--- src/sv/assert_macros.svh ---
// assertion macros shared by the voiced median filter rtl
// no dependencies; define SYNTH to compile the checks away
`ifndef ASSERT_MACROS_SVH
`define ASSERT_MACROS_SVH

`ifndef SYNTH
`define VMF_ASSERT(name, clk, rst_n, prop) \
  name: assert property (@(posedge clk) disable iff (!rst_n) prop) \
    else $error("%m: check failed");
`define VMF_ASSERT_NEVER(name, clk, rst_n, cond) \
  name: assert property (@(posedge clk) disable iff (!rst_n) !(cond)) \
    else $error("%m: forbidden condition seen");
`else
`define VMF_ASSERT(name, clk, rst_n, prop)
`define VMF_ASSERT_NEVER(name, clk, rst_n, cond)
`endif

`endif

--- src/sv/vmf_pkg.sv ---
// constants, types and helpers of the voiced median filter
// no dependencies; used by every other file of the block but assert_macros.svh
package vmf_pkg;

  localparam int unsigned MAX_WINDOW = 15;
  localparam int unsigned MAX_ODD    = (MAX_WINDOW - 1) | 1;
  localparam int unsigned HALF_MAX   = MAX_WINDOW / 2;

  localparam int unsigned SAMPLE_W  = 16;
  localparam int unsigned WS_W      = 4;
  localparam int unsigned ADDR_W    = $clog2(MAX_WINDOW + 1);
  localparam int unsigned MEM_DEPTH = 1 << ADDR_W;
  localparam int unsigned CNT_W     = $clog2(MAX_WINDOW + 1);
  localparam int unsigned IDX_W     = $clog2(MAX_WINDOW);
  localparam int unsigned HALF_W    = $clog2(HALF_MAX + 1);

  localparam int unsigned APB_DW    = 32;
  localparam int unsigned PADDR_W   = 3;
  localparam int unsigned REG_IDX_W = PADDR_W - 2;

  localparam logic [REG_IDX_W-1:0] REG_WINDOW_SIZE = REG_IDX_W'(0);
  localparam logic [WS_W-1:0]      WS_RESET        = WS_W'(5);

  typedef logic [SAMPLE_W-1:0] sample_t;

  // request bundle from the sequencer to the window memory
  typedef struct packed {
    logic              wr_en;
    logic [ADDR_W-1:0] wr_addr;
    sample_t           wr_data;
    logic              rd_en;
    logic [ADDR_W-1:0] rd_addr;
    logic              clr;
  } mem_req_t;

  typedef struct packed {
    logic clr;
    logic ins;
  } sort_ctl_t;

  // half width of the effective odd window, window size must be nonzero
  function automatic logic [HALF_W-1:0] eff_half(input logic [WS_W-1:0] ws);
    logic [WS_W-1:0] w;
    w = ws | WS_W'(1);
    if (int'(w) > int'(MAX_ODD)) w = WS_W'(MAX_ODD);
    return HALF_W'(w >> 1);
  endfunction

endpackage

--- src/sv/vmf_if.sv ---
// stream interfaces of the voiced median filter: input and result channels
// depends on vmf_pkg
interface vmf_in_if import vmf_pkg::*; ();
  logic    valid;
  logic    ready;
  sample_t sample;
  logic    last;

  modport source (output valid, output sample, output last, input ready);
  modport sink (input valid, input sample, input last, output ready);
endinterface

interface vmf_out_if import vmf_pkg::*; ();
  logic    valid;
  logic    ready;
  sample_t smoothed;
  logic    last_res;

  modport source (output valid, output smoothed, output last_res, input ready);
  modport sink (input valid, input smoothed, input last_res, output ready);
endinterface

--- src/sv/vmf_window_mem.sv ---
// sample window store: one-write one-read ram with registered read data
// per-entry valid bits make unwritten entries read as zero; depends on vmf_pkg
module vmf_window_mem import vmf_pkg::*; (
  input  logic     clk_i,
  input  logic     rst_ni,
  input  mem_req_t req_i,
  output sample_t  rd_data_o
);

  sample_t              mem_q [MEM_DEPTH];
  logic [MEM_DEPTH-1:0] vld_q;
  sample_t              rd_q;
  logic                 rd_vld_q;

  always_ff @(posedge clk_i) begin
    if (req_i.wr_en) begin
      mem_q[req_i.wr_addr] <= req_i.wr_data;
    end
    if (req_i.rd_en) begin
      rd_q <= mem_q[req_i.rd_addr];
    end
  end

  always_ff @(posedge clk_i or negedge rst_ni) begin
    if (!rst_ni) begin
      vld_q    <= '0;
      rd_vld_q <= 1'b0;
    end else begin
      if (req_i.clr) begin
        vld_q <= '0;
      end else if (req_i.wr_en) begin
        vld_q[req_i.wr_addr] <= 1'b1;
      end
      if (req_i.rd_en) begin
        rd_vld_q <= vld_q[req_i.rd_addr];
      end
    end
  end

  assign rd_data_o = rd_vld_q ? rd_q : '0;

endmodule

--- src/sv/vmf_rank_sort.sv ---
// insertion sorter: keeps the voiced samples of one window in ascending order
// one sample per beat, median picked from the sorted row; depends on vmf_pkg
module vmf_rank_sort import vmf_pkg::*; (
  input  logic      clk_i,
  input  logic      rst_ni,
  input  sort_ctl_t ctl_i,
  input  sample_t   din_i,
  output sample_t   median_o
);

  sample_t                s_q [MAX_WINDOW];
  sample_t                s_d [MAX_WINDOW];
  logic [CNT_W-1:0]       n_q;
  logic [MAX_WINDOW-1:0]  gt;
  logic                   ins_ok;
  logic [IDX_W-1:0]       mid;
  logic [IDX_W-1:0]       mid_lo;
  logic [SAMPLE_W:0]      sum;

  // unvoiced samples do not take part
  assign ins_ok = ctl_i.ins && (din_i != '0);

  always_comb begin
    for (int i = 0; i < MAX_WINDOW; i++) begin
      gt[i] = (CNT_W'(i) < n_q) && (s_q[i] > din_i);
    end
    s_d[0] = (gt[0] || n_q == '0) ? din_i : s_q[0];
    for (int i = 1; i < MAX_WINDOW; i++) begin
      if (gt[i-1]) begin
        s_d[i] = s_q[i-1];
      end else if (gt[i] || CNT_W'(i) == n_q) begin
        s_d[i] = din_i;
      end else begin
        s_d[i] = s_q[i];
      end
    end
  end

  always_ff @(posedge clk_i) begin
    if (ins_ok) begin
      s_q <= s_d;
    end
  end

  always_ff @(posedge clk_i or negedge rst_ni) begin
    if (!rst_ni) begin
      n_q <= '0;
    end else if (ctl_i.clr) begin
      n_q <= '0;
    end else if (ins_ok) begin
      n_q <= n_q + CNT_W'(1);
    end
  end

  assign mid    = IDX_W'(n_q >> 1);
  assign mid_lo = mid - IDX_W'(1);
  assign sum    = {1'b0, s_q[mid_lo]} + {1'b0, s_q[mid]};

  // even count: mean of the two middle values, truncated
  always_comb begin
    if (n_q == '0) begin
      median_o = '0;
    end else if (n_q[0]) begin
      median_o = s_q[mid];
    end else begin
      median_o = sum[SAMPLE_W:1];
    end
  end

endmodule

--- src/sv/vmf_apb_regs.sv ---
// apb configuration register: window size
// depends on vmf_pkg
module vmf_apb_regs import vmf_pkg::*; (
  input  logic               clk_i,
  input  logic               rst_ni,
  input  logic               psel,
  input  logic               penable,
  input  logic               pwrite,
  input  logic [PADDR_W-1:0] paddr,
  input  logic [APB_DW-1:0]  pwdata,
  output logic [APB_DW-1:0]  prdata,
  output logic               pready,
  output logic [WS_W-1:0]    window_size_o
);

  logic [REG_IDX_W-1:0] reg_idx;
  logic                 wr_beat;
  logic [WS_W-1:0]      ws_q;

  assign reg_idx = paddr[PADDR_W-1:2];
  assign wr_beat = psel && penable && pwrite;
  assign pready  = 1'b1;

  always_ff @(posedge clk_i or negedge rst_ni) begin
    if (!rst_ni) begin
      ws_q <= WS_RESET;
    end else if (wr_beat && reg_idx == REG_WINDOW_SIZE) begin
      ws_q <= pwdata[WS_W-1:0];
    end
  end

  assign prdata        = (reg_idx == REG_WINDOW_SIZE) ? APB_DW'(ws_q) : '0;
  assign window_size_o = ws_q;

endmodule

--- src/sv/voiced_median_filter.sv ---
// voiced median filter top: a frame that yields a result reads the window ram once
// per slot of W (the effective odd window, at most 15), then passes through a drain
// and an emit state; a frame without result goes straight back to idle.
// a last frame adds one pass per pending output at centre age c, reading ages 0 to
// c + W/2; pass-through has its own state; a stalled result holds the emit or pass state.
// reset clears ram valid bits, warmup count and handshake state at once; window_size 5
`include "assert_macros.svh"

module voiced_median_filter import vmf_pkg::*; (
  input  logic               clk_i,
  input  logic               rst_ni,
  vmf_in_if.sink             in_i,
  vmf_out_if.source          out_o,
  input  logic               psel,
  input  logic               penable,
  input  logic               pwrite,
  input  logic [PADDR_W-1:0] paddr,
  input  logic [APB_DW-1:0]  pwdata,
  output logic [APB_DW-1:0]  prdata,
  output logic               pready
);

  typedef enum logic [4:0] {
    S_IDLE  = 5'b00001,
    S_READ  = 5'b00010,
    S_DRAIN = 5'b00100,
    S_EMIT  = 5'b01000,
    S_PASS  = 5'b10000
  } state_e;

  state_e            state_q, state_d;
  logic [ADDR_W-1:0] head_q, head_d;
  logic [HALF_W-1:0] warm_q, warm_d;
  logic [HALF_W-1:0] h_q, h_d;
  logic [HALF_W-1:0] c_q, c_d;
  logic [ADDR_W-1:0] k_q, k_d;
  logic              last_q, last_d;
  sample_t           pass_q, pass_d;
  logic              feed_q;

  logic              out_valid_q;
  sample_t           out_smoothed_q, out_smoothed_d;
  logic              out_last_q, out_last_d;
  logic              out_load;
  logic              out_free;

  logic [WS_W-1:0]   window_size;
  logic [HALF_W-1:0] h_in;
  logic              in_acc;
  logic [ADDR_W-1:0] hi;
  mem_req_t          mem_req;
  sort_ctl_t         sort_ctl;
  sample_t           rd_data;
  sample_t           median;

  vmf_apb_regs u_regs (
    .clk_i         (clk_i),
    .rst_ni        (rst_ni),
    .psel          (psel),
    .penable       (penable),
    .pwrite        (pwrite),
    .paddr         (paddr),
    .pwdata        (pwdata),
    .prdata        (prdata),
    .pready        (pready),
    .window_size_o (window_size)
  );

  vmf_window_mem u_mem (
    .clk_i     (clk_i),
    .rst_ni    (rst_ni),
    .req_i     (mem_req),
    .rd_data_o (rd_data)
  );

  vmf_rank_sort u_sort (
    .clk_i    (clk_i),
    .rst_ni   (rst_ni),
    .ctl_i    (sort_ctl),
    .din_i    (rd_data),
    .median_o (median)
  );

  assign in_i.ready = (state_q == S_IDLE);
  assign in_acc     = in_i.valid && in_i.ready;
  assign h_in       = eff_half(window_size);
  // last age read for the current centre, window never reaches below age 0
  assign hi         = ADDR_W'(c_q) + ADDR_W'(h_q);
  assign out_free   = !out_valid_q || out_o.ready;

  always_comb begin
    state_d        = state_q;
    head_d         = head_q;
    warm_d         = warm_q;
    h_d            = h_q;
    c_d            = c_q;
    k_d            = k_q;
    last_d         = last_q;
    pass_d         = pass_q;
    out_load       = 1'b0;
    out_smoothed_d = out_smoothed_q;
    out_last_d     = out_last_q;

    mem_req         = '0;
    mem_req.wr_addr = head_q + ADDR_W'(1);
    mem_req.wr_data = in_i.sample;
    mem_req.rd_addr = head_q - k_q;
    sort_ctl        = '0;
    sort_ctl.ins    = feed_q;

    case (state_q)
      S_IDLE: begin
        if (in_acc) begin
          last_d = in_i.last;
          if (window_size == '0) begin
            pass_d  = in_i.sample;
            state_d = S_PASS;
            if (in_i.last) begin
              mem_req.clr = 1'b1;
              warm_d      = '0;
            end
          end else begin
            mem_req.wr_en = 1'b1;
            head_d        = head_q + ADDR_W'(1);
            h_d           = h_in;
            k_d           = '0;
            if (in_i.last) begin
              c_d          = (warm_q < h_in) ? warm_q : h_in;
              sort_ctl.clr = 1'b1;
              state_d      = S_READ;
            end else begin
              if (warm_q < HALF_W'(HALF_MAX)) begin
                warm_d = warm_q + HALF_W'(1);
              end
              if (warm_q >= h_in) begin
                c_d          = h_in;
                sort_ctl.clr = 1'b1;
                state_d      = S_READ;
              end
            end
          end
        end
      end
      S_READ: begin
        mem_req.rd_en = 1'b1;
        k_d           = k_q + ADDR_W'(1);
        if (k_q == hi) begin
          state_d = S_DRAIN;
        end
      end
      S_DRAIN: begin
        // last read beat lands in the sorter
        state_d = S_EMIT;
      end
      S_EMIT: begin
        if (out_free) begin
          out_load       = 1'b1;
          out_smoothed_d = median;
          out_last_d     = last_q && (c_q == '0);
          if (last_q && c_q != '0) begin
            c_d          = c_q - HALF_W'(1);
            k_d          = '0;
            sort_ctl.clr = 1'b1;
            state_d      = S_READ;
          end else begin
            if (last_q) begin
              mem_req.clr = 1'b1;
              warm_d      = '0;
            end
            state_d = S_IDLE;
          end
        end
      end
      S_PASS: begin
        if (out_free) begin
          out_load       = 1'b1;
          out_smoothed_d = pass_q;
          out_last_d     = last_q;
          state_d        = S_IDLE;
        end
      end
      default: begin
        state_d = S_IDLE;
      end
    endcase
  end

  always_ff @(posedge clk_i or negedge rst_ni) begin
    if (!rst_ni) begin
      state_q     <= S_IDLE;
      head_q      <= '0;
      warm_q      <= '0;
      feed_q      <= 1'b0;
      out_valid_q <= 1'b0;
    end else begin
      state_q <= state_d;
      head_q  <= head_d;
      warm_q  <= warm_d;
      feed_q  <= (state_q == S_READ);
      if (out_load) begin
        out_valid_q <= 1'b1;
      end else if (out_o.ready) begin
        out_valid_q <= 1'b0;
      end
    end
  end

  always_ff @(posedge clk_i) begin
    h_q            <= h_d;
    c_q            <= c_d;
    k_q            <= k_d;
    last_q         <= last_d;
    pass_q         <= pass_d;
    out_smoothed_q <= out_smoothed_d;
    out_last_q     <= out_last_d;
  end

  assign out_o.valid    = out_valid_q;
  assign out_o.smoothed = out_smoothed_q;
  assign out_o.last_res = out_last_q;

  `VMF_ASSERT(a_read_in_window, clk_i, rst_ni, (state_q == S_READ) |-> (k_q <= hi))
  `VMF_ASSERT(a_centre_in_half, clk_i, rst_ni, (state_q == S_EMIT) |-> (c_q <= h_q))
  `VMF_ASSERT(a_flush_clears, clk_i, rst_ni, (out_load && out_last_d) |=> (warm_q == '0))
  `VMF_ASSERT_NEVER(a_feed_outside_pass, clk_i, rst_ni, feed_q && (state_q == S_IDLE || state_q == S_PASS))

endmodule
--- src/flat_wrapper.sv ---
// flat-port wrapper written by rule: the top's interface ports become plain ports
module voiced_median_filter_flat import vmf_pkg::*;
  (clk_i, rst_ni, psel, penable, pwrite, paddr, pwdata, prdata, pready, in_i_valid, in_i_sample, in_i_last, in_i_ready, out_o_valid, out_o_smoothed, out_o_last_res, out_o_ready);
  vmf_in_if in_i_i ();
  vmf_out_if out_o_i ();
  input  logic clk_i;
  input  logic rst_ni;
  input  logic psel;
  input  logic penable;
  input  logic pwrite;
  input  logic [PADDR_W-1:0] paddr;
  input  logic [APB_DW-1:0] pwdata;
  output logic [APB_DW-1:0] prdata;
  output logic pready;
  input wire logic [$bits(in_i_i.valid)-1:0] in_i_valid;
  input wire logic [$bits(in_i_i.sample)-1:0] in_i_sample;
  input wire logic [$bits(in_i_i.last)-1:0] in_i_last;
  output wire logic [$bits(in_i_i.ready)-1:0] in_i_ready;
  output wire logic [$bits(out_o_i.valid)-1:0] out_o_valid;
  output wire logic [$bits(out_o_i.smoothed)-1:0] out_o_smoothed;
  output wire logic [$bits(out_o_i.last_res)-1:0] out_o_last_res;
  input wire logic [$bits(out_o_i.ready)-1:0] out_o_ready;
  assign in_i_i.valid = in_i_valid;
  assign in_i_i.sample = in_i_sample;
  assign in_i_i.last = in_i_last;
  assign in_i_ready = in_i_i.ready;
  assign out_o_valid = out_o_i.valid;
  assign out_o_smoothed = out_o_i.smoothed;
  assign out_o_last_res = out_o_i.last_res;
  assign out_o_i.ready = out_o_ready;
  voiced_median_filter u_core (.clk_i(clk_i), .rst_ni(rst_ni), .in_i(in_i_i), .out_o(out_o_i), .psel(psel), .penable(penable), .pwrite(pwrite), .paddr(paddr), .pwdata(pwdata), .prdata(prdata), .pready(pready));
endmodule
--- config.mk ---
export PLATFORM = sky130hd
export DESIGN_NAME = voiced_median_filter_flat
export DESIGN_NICKNAME = d
export VERILOG_FILES = /design/src/sv/vmf_pkg.sv /design/src/sv/vmf_if.sv /design/src/sv/vmf_window_mem.sv /design/src/sv/vmf_rank_sort.sv /design/src/sv/vmf_apb_regs.sv /design/src/sv/voiced_median_filter.sv /design/src/flat_wrapper.sv
export VERILOG_INCLUDE_DIRS = /design/src /design/src/sv
export SDC_FILE = /design/constraint.sdc
export NUM_CORES = 1
export LEC_CHECK = 0
export BUFFER_PORTS_ARGS = -buffer_cell sky130_fd_sc_hd__clkbuf_2
export CAP_MARGIN = 10
export CORE_MARGIN = 4
export CORE_UTILIZATION = 60
export CTS_CLUSTER_SIZE = 16
export DETAILED_ROUTE_END_ITERATION = 10
export GPL_TIMING_DRIVEN = 0
export HOLD_SLACK_MARGIN = 0.08
export PLACE_DENSITY = 0.88
export SYNTH_ARGS = -nofsm -noshare
export SYNTH_HDL_FRONTEND = slang
export SYNTH_SLANG_ARGS = --single-unit
--- constraint.sdc ---
create_clock -name clk_i -period 7.3 [get_ports clk_i]
set_input_delay 0.73 -clock clk_i [delete_from_list [all_inputs] [get_ports clk_i]]
set_output_delay 0.73 -clock clk_i [all_outputs]
set_load 0.03 [all_outputs]
# --- Word level (Yosys, flattened, before mapping) ---
# Memory sizes are Yosys's and may differ from the RTL's. A register that Yosys moved wholly into a read port is not among the register bits.
# Index checks and enable logic that the tools add are counted.
word_totals:
  mem_bits_rw: 256
  mem_count: 1
  reg_bits: 323
  inputBits: 59
  out_inout_bits: 52
mem_list:
  columns: ["name", "words", "word_bits", "read_ports", "rd_clocked_by_memory_dff", "wr", "line", "text"]
  rows:
  - ["u_core.u_mem.mem_q", 16, 16, 1, 1, 1, "vmf_window_mem.sv:10", "sample_t mem_q [MEM_DEPTH];"]
op_classes:
  bitwise_logic: 5
  n_reduce_logical: 89
  n_eq_ne: 33
  n_lt_le_gt_ge: 38
  n_addsub: 9
  mux: 107
ops:
  columns: ["op", "n"]
  rows:
  - ["$mux W16", 39]
  - ["$gt A16 B16 Y1", 15]
  - ["$bmux W16 S4", 2]
  - ["$mux W3", 15]
  - ["$reduce_bool A2 Y1", 19]
  - ["$mux W5", 7]
  - ["$pmux W16 S2", 1]
  - ["$reduce_and A2 Y1", 16]
  - ["$eq A4 B4 Y1 const A", 7]
  - ["$lt A4 B4 Y1 const A", 7]
  - ["$mux W4", 7]
  - ["$mux W1", 26]
  - ["$pmux W5 S5", 1]
  - ["$logic_and A1 B1 Y1", 23]
  - ["$add A16 B16 Y17", 1]
  - ["$eq A3 B4 Y1 const A", 4]
  - ["$logic_or A1 B1 Y1", 16]
  - ["$lt A3 B4 Y1 const A", 4]
  - ["$or A16 B16 Y16", 1]
  - ["$reduce_bool A16 Y1", 1]
  - ["$add A4 B1 Y4 const B", 3]
  - ["$ne A3 B3 Y1 const B", 4]
  - ["$pmux W3 S2", 2]
  - ["$pmux W4 S3", 1]
  - ["40 further kinds", 59]

# --- Depth between registers and ports, before layout ---
logic_depth:
  ltp_word: 10
  depth_mapped: 23
  ltp_nobuf: 16

# --- Modules after synthesis ---
# Synthesis repeated with hierarchy kept, for this count alone.
hier_totals:
  hier_cells: 2410
  area_unflattened_um2: 33240.6
modules_own_cells:
  columns: ["module", "seq_area_each_um2", "cells_per_inst", "area_per_inst_um2", "instances"]
  rows:
  - ["vmf_rank_sort", 7307.0, 1668, 18914.4, 1]
  - ["vmf_window_mem", 8593.2, 470, 10985.5, 1]
  - ["voiced_median_filter", 1672.9, 228, 2909.0, 1]
  - ["vmf_apb_regs", 102.6, 44, 431.7, 1]

# --- Worst setup path after synthesis ---
# Ideal clock, no wire load.
synth_path:
  kind: "register to register"
  from: "register u_core.u_sort.n_q[1]"
  to: "register u_core.out_smoothed_q[13], in the netlist u_core.out_o.smoothed[13], data pin"
  path_stages_with_launch: 22
  n_path_buf: 7
  period_less_slack_ns: 5.371
  arrival_ns: 5.112
  setup_slack_ns: 1.929
  cell_sequence: "dfrtp_1 buf_6 buf_2 buf_2 inv_1 clkbuf_1 ha_1 clkbuf_1 buf_1 buf_1 mux4_2 a222oi_1 inv_1 ha_1 nor2b_1 o21ai_1 a21oi_1 o41ai_1 a311oi_2 nand3_1 a31oi_1 a211o_1"
synth_via:
  elab_chain_len: 10
  word_cells_on_any_way: 15
synth_rtl:
  columns: ["item", "line", "text"]
  rows:
  - ["start, declared", "vmf_rank_sort.sv:13", "logic [CNT_W-1:0] n_q;"]
  - ["start signal, assigned", "vmf_rank_sort.sv:51", "n_q <= n_q + CNT_W'(1);"]
  - ["$sub A3 B1 Y4", "vmf_rank_sort.sv:56", "assign mid_lo = mid - IDX_W'(1);"]
  - ["$not A4 Y5 (not written as such)", "vmf_rank_sort.sv:57", "assign sum = {1'b0, s_q[mid_lo]} + {1'b0, s_q[mid]};"]
  - ["$bmux W16 S4", "vmf_rank_sort.sv:57", null]
  - ["$mux W16 (not written as such) (2 in a row)", "vmf_rank_sort.sv:57", null]
  - ["$add A16 B16 Y17", "vmf_rank_sort.sv:57", null]
  - ["$mux W16", "vmf_rank_sort.sv:63", "end else if (n_q[0]) begin"]
  - ["$mux W16 (*)", "vmf_rank_sort.sv:61", "if (n_q == '0) begin"]
  - ["$mux W16 (*)", "voiced_median_filter.sv:156", "if (out_free) begin"]
  - ["$pmux W16 S2 (*)", "voiced_median_filter.sv:111", "case (state_q)"]
  - ["named net u_core.out_smoothed_d[13]", "voiced_median_filter.sv:42", "sample_t out_smoothed_q, out_smoothed_d;"]
  - ["end signal, assigned", "voiced_median_filter.sv:214", "out_smoothed_q <= out_smoothed_d;"]
  - ["end, declared", "voiced_median_filter.sv:42", null]
# The timed path passes the listed nets; every way through them passes the cells marked *. The select of a mux whose other input is x is not followed.
# A chain may end at the register's enable or synchronous reset.

# --- Worst setup path after layout ---
# Same ends and word-level chain as after synthesis.

==> qor.yml <==
cp_data_required_time_ns: 7.69
ys_ff_latch: 579
dp.cells: 3168
rows: 84
vias: 23997
synthFlopType: "edfxtp_1"
antenna_found_initial: 3
drive_gt1_share_pct: 23.8
power_frac_comb_pct: 48.9
cts.htree.levels: 2
wire_per_inst_um: 33.6
grt_max_degree: 40
ant_nets: 0
gr-total-overflow: 0
yosys.area_share.xor_xnor_pct: 0.838
regArea_um2: 17200
hp-class: "in2async"
ff2ff_setup_slack_ns: 0.14
numCtsBuffers: 59
nets: 2865
drtIter0Drc: 3893
synth_edf_count: 540
synth_compound_area_share_pct: 8.63
power.switching_w: 0.00601
io_pins: 111
synth_area_um2: 32400
cts_tree: "done"
async_reset_ff_share_pct: 6.74
p_clk_share_pct: 20.9
place_congestion: 1.01
yosys.area_share.simple_pct: 7.26
dieHeight_um: 240
initial_core_util_pct: 61.2
min_period_ns: 7.16
finClkSkew_ns: 0.0483
timing.slew.headroom_pct: 15.6
cts_root_buf: "clkbuf_16"
instances_no_fill: 3280
multi_input_area_um2: 14500
peakVddDrop_mv: 0.313
path_class: "reg2reg"
tightest_slew_ns: 1.27
pwr-share-seq_pct: 30.1
violations: "design-rule violations"
synth_top_family_by_area: "multiplexers"
power_w: 0.0144
internal-power_w: 0.00844
finalCritPeriodShare_pct: 98.1
sw_frac_of_total_pct: 41.6
via_per_inst: 7.32
muxShareOfSynthArea_pct: 16.8
grtUsageTotal_pct: 37.7
clock_latency_ns: 0.68
setup_violations: 0
r2r-start: "u_core.u_sort.n_q[1]"
clock-sinks: 579
grt_first_pass_wirelength_mm: 159
synthToLayoutAreaGrowth_pct: 11.5
ys_seq_area_share_pct: 53.0
ys_warn_count: 0
path_clk_slew_ns: 0.07
status: "complete, but fails checks"
worstSetupStartpointType: "register"
leakagePower_nw: 13.6
grt_pass1_vias: 23834
dpl.hpwl_mm: 76.2
critPathMaxFanout: 12
synth.avg_cell_area_um2: 13.7
worst_ep_arrival_time_ns: 7.55
dr.pass1.iters: 11
ys_types: 87
fill_cells: 3494
drv_cap: 0
rr_worst_depth: 21
r2r-end: "u_core.out_o.smoothed[13]"
routed_wl_mm: 110
syn_inst: 2369
endpoint_kind: "register"
die_width_um: 240
clock_path_buffers: 3
synthAdderAreaFrac_pct: 10.3
fmax_mhz: 140
finalMaxSlewViolations: 0
critPathCapture: "u_core.out_o.smoothed[13]"
core-area_um2: 53000
die_area_um2: 57800
final-hold-violation-count: 0
pwr_density_cell_nw_per_um2: 400
hold_buffers: 0
crit_start: "u_core.u_sort.n_q[1]"
numPortBuffers: 51
drc: 1
==> synth_stat cells (8+ instances only) <==
cell type | n | area [µm²]
a211oi_1 | 26 | 195
a21o_1 | 47 | 353
a21oi_1 | 96 | 480
a222oi_1 | 14 | 140
a31oi_1 | 17 | 106
buf_2 | 36 | 180
buf_4 | 32 | 240
clkbuf_1 | 65 | 244
dfrtp_1 | 36 | 901
edfxtp_1 | 540 | 16200
ha_1 | 262 | 3280
inv_1 | 70 | 263
mux2_2 | 177 | 1990
mux2_4 | 8 | 120
mux2i_1 | 38 | 380
mux4_2 | 130 | 2930
nand2_1 | 182 | 683
nand2b_1 | 11 | 68.8
nand3_1 | 43 | 215
nand4_1 | 40 | 250
nor2_1 | 124 | 465
nor2b_1 | 43 | 269
nor3_1 | 23 | 115
nor4_1 | 9 | 56.3
o211ai_1 | 13 | 97.6
o21a_1 | 22 | 165
o21ai_0 | 110 | 551
xnor2_1 | 20 | 175
xor2_1 | 11 | 96.3
==> registers in the layout, indices dropped and copies added (netlist names) <==
name	cells
u_core.u_mem.vld_q	16
u_core.pass_q	16
u_core.u_regs.window_size_o	4
u_core.u_mem.rd_q	16
u_core.state_q	5
u_core.head_q	4
u_core.last_q	1
u_core.out_o.last_res	1
u_core.u_sort.s_q	224
u_core.k_q	4
u_core.out_o.smoothed	16
u_core.feed_q	1
u_core.c_q	3
u_core.u_mem.rd_vld_q	1
u_core.h_q	3
u_core.u_sort.n_q	4
u_core.u_mem.mem_q	256
u_core.warm_q	3
u_core.out_o.valid	1
==> metal layers <==
layer	part of all wire [%]	vias to the layer above	GRT usage, %
met2	46	2193	60.0
li1	-	9574	-
met1	34	11623	46.3
met5	0.025	-	0
met3	11	603	8.75
met4	8.8	4	25.5
==> cells in the final DEF, fill, tap and decap left out, drive strengths merged, types with 32 or more instances in the layout <==
cell    instances
mux4          131
buf           108
a21oi          99
o21ai         116
edfxtp        540
nand3          43
clkbuf        192
mux2          185
nor2          124
nand2         183
ha            262
inv            72
nand4          40
a21o           47
clkinv         32
dfrtp          36
mux2i          38
nor2b          43
==> repair_timing <==
| item | CTS | global route |
|---|---|---|
| endpoints found under the setup margin | 3 | 4 |
| pin swaps | 0 | 1 |
| gates resized for setup | 3 | 6 |
| setup buffers | 0 | 0 |
==> power groups by stage <==
stage / registers (W) / logic (W) / clock network, W
detailed placement: 0.00439 / 0.00654 / 0
global placement: 0.00436 / 0.00605 / 0
global route: 0.00436 / 0.00740 / 0.00316
finish: 0.00435 / 0.00707 / 0.00302
floorplan: 0.00432 / 0.00448 / 0
CTS: 0.00434 / 0.00682 / 0.00301
==> layout make-up <==
class	instances	area share, %
Timing Repair Buffer	84	2.03
Inverter	71	0.737
Tap cell	688	2.38
Buffer	143	2.06
Antenna cell	1	0.00692
Clock inverter	38	0.963
Sequential cell	579	47.6
Clock buffer	73	4.23
Multi-Input combinational cell	1603	40.0
==> critical path: stages (launching register included) <==
cell and delay, ns:
dfrtp_1 0.54, buf_6 0.22, buf_2 0.33, buf_2 0.39
inv_1 0.13, clkbuf_1 0.31, ha_1 0.39, clkbuf_1 0.28
clkbuf_4 0.37, mux4_2 0.55, nand2_1 0.08, o21ai_0 0.10
a222oi_1 0.91, inv_1 0.13, ha_1 0.41, o21ai_1 0.12
a21oi_1 0.38, o41ai_2 0.18, a311oi_2 0.47, a211o_1 0.19
a31oi_1 0.08, a211o_1 0.29
==> cell families (layout without fill, tap and decap cells) <==
logic type                 count (synthesis)  count (layout)
AOI/OAI and AO/OA                        419             419
xor gates and xnor gates                  31              31
adders and majority gates                265             265
buffers and inverters                    214             409
DFF                                      579             579
muxes                                    354             354
other                                      2              30
and+or+nand+nor                          505             505
==> worst min path at each step <==
stage | endpoint | depth (start not counted) | start
floorplan | u_core.feed_q | 0 | rst_ni
global placement | u_core.u_mem.vld_q[7] | 2 | u_core.u_mem.vld_q[7]
detailed placement | u_core.u_mem.vld_q[2] | 2 | u_core.u_mem.vld_q[2]
CTS | u_core.u_mem.vld_q[14] | 1 | rst_ni
global route | u_core.u_regs.window_size_o[1] | 2 | pwdata[1]
finish | u_core.u_mem.vld_q[14] | 1 | rst_ni
==> metrics by stage <==
step	utilization, %	worst slack [ns]	hold slack, ns	instance area, µm²	setup TNS [ns]
2_1_floorplan	-	1.93	0.434	32500	0
6_report	68.2	0.139	0.291	36100	0
3_3_place_gp	63.5	-0.0113	0.473	33600	-0.0113
5_1_grt	68.2	-0.0478	0.308	36100	-0.0478
3_5_place_dp	64.6	-0.166	0.496	34200	-0.295
4_1_cts	68.2	0.233	0.303	36100	0
(Power assumes the default switching activity.)
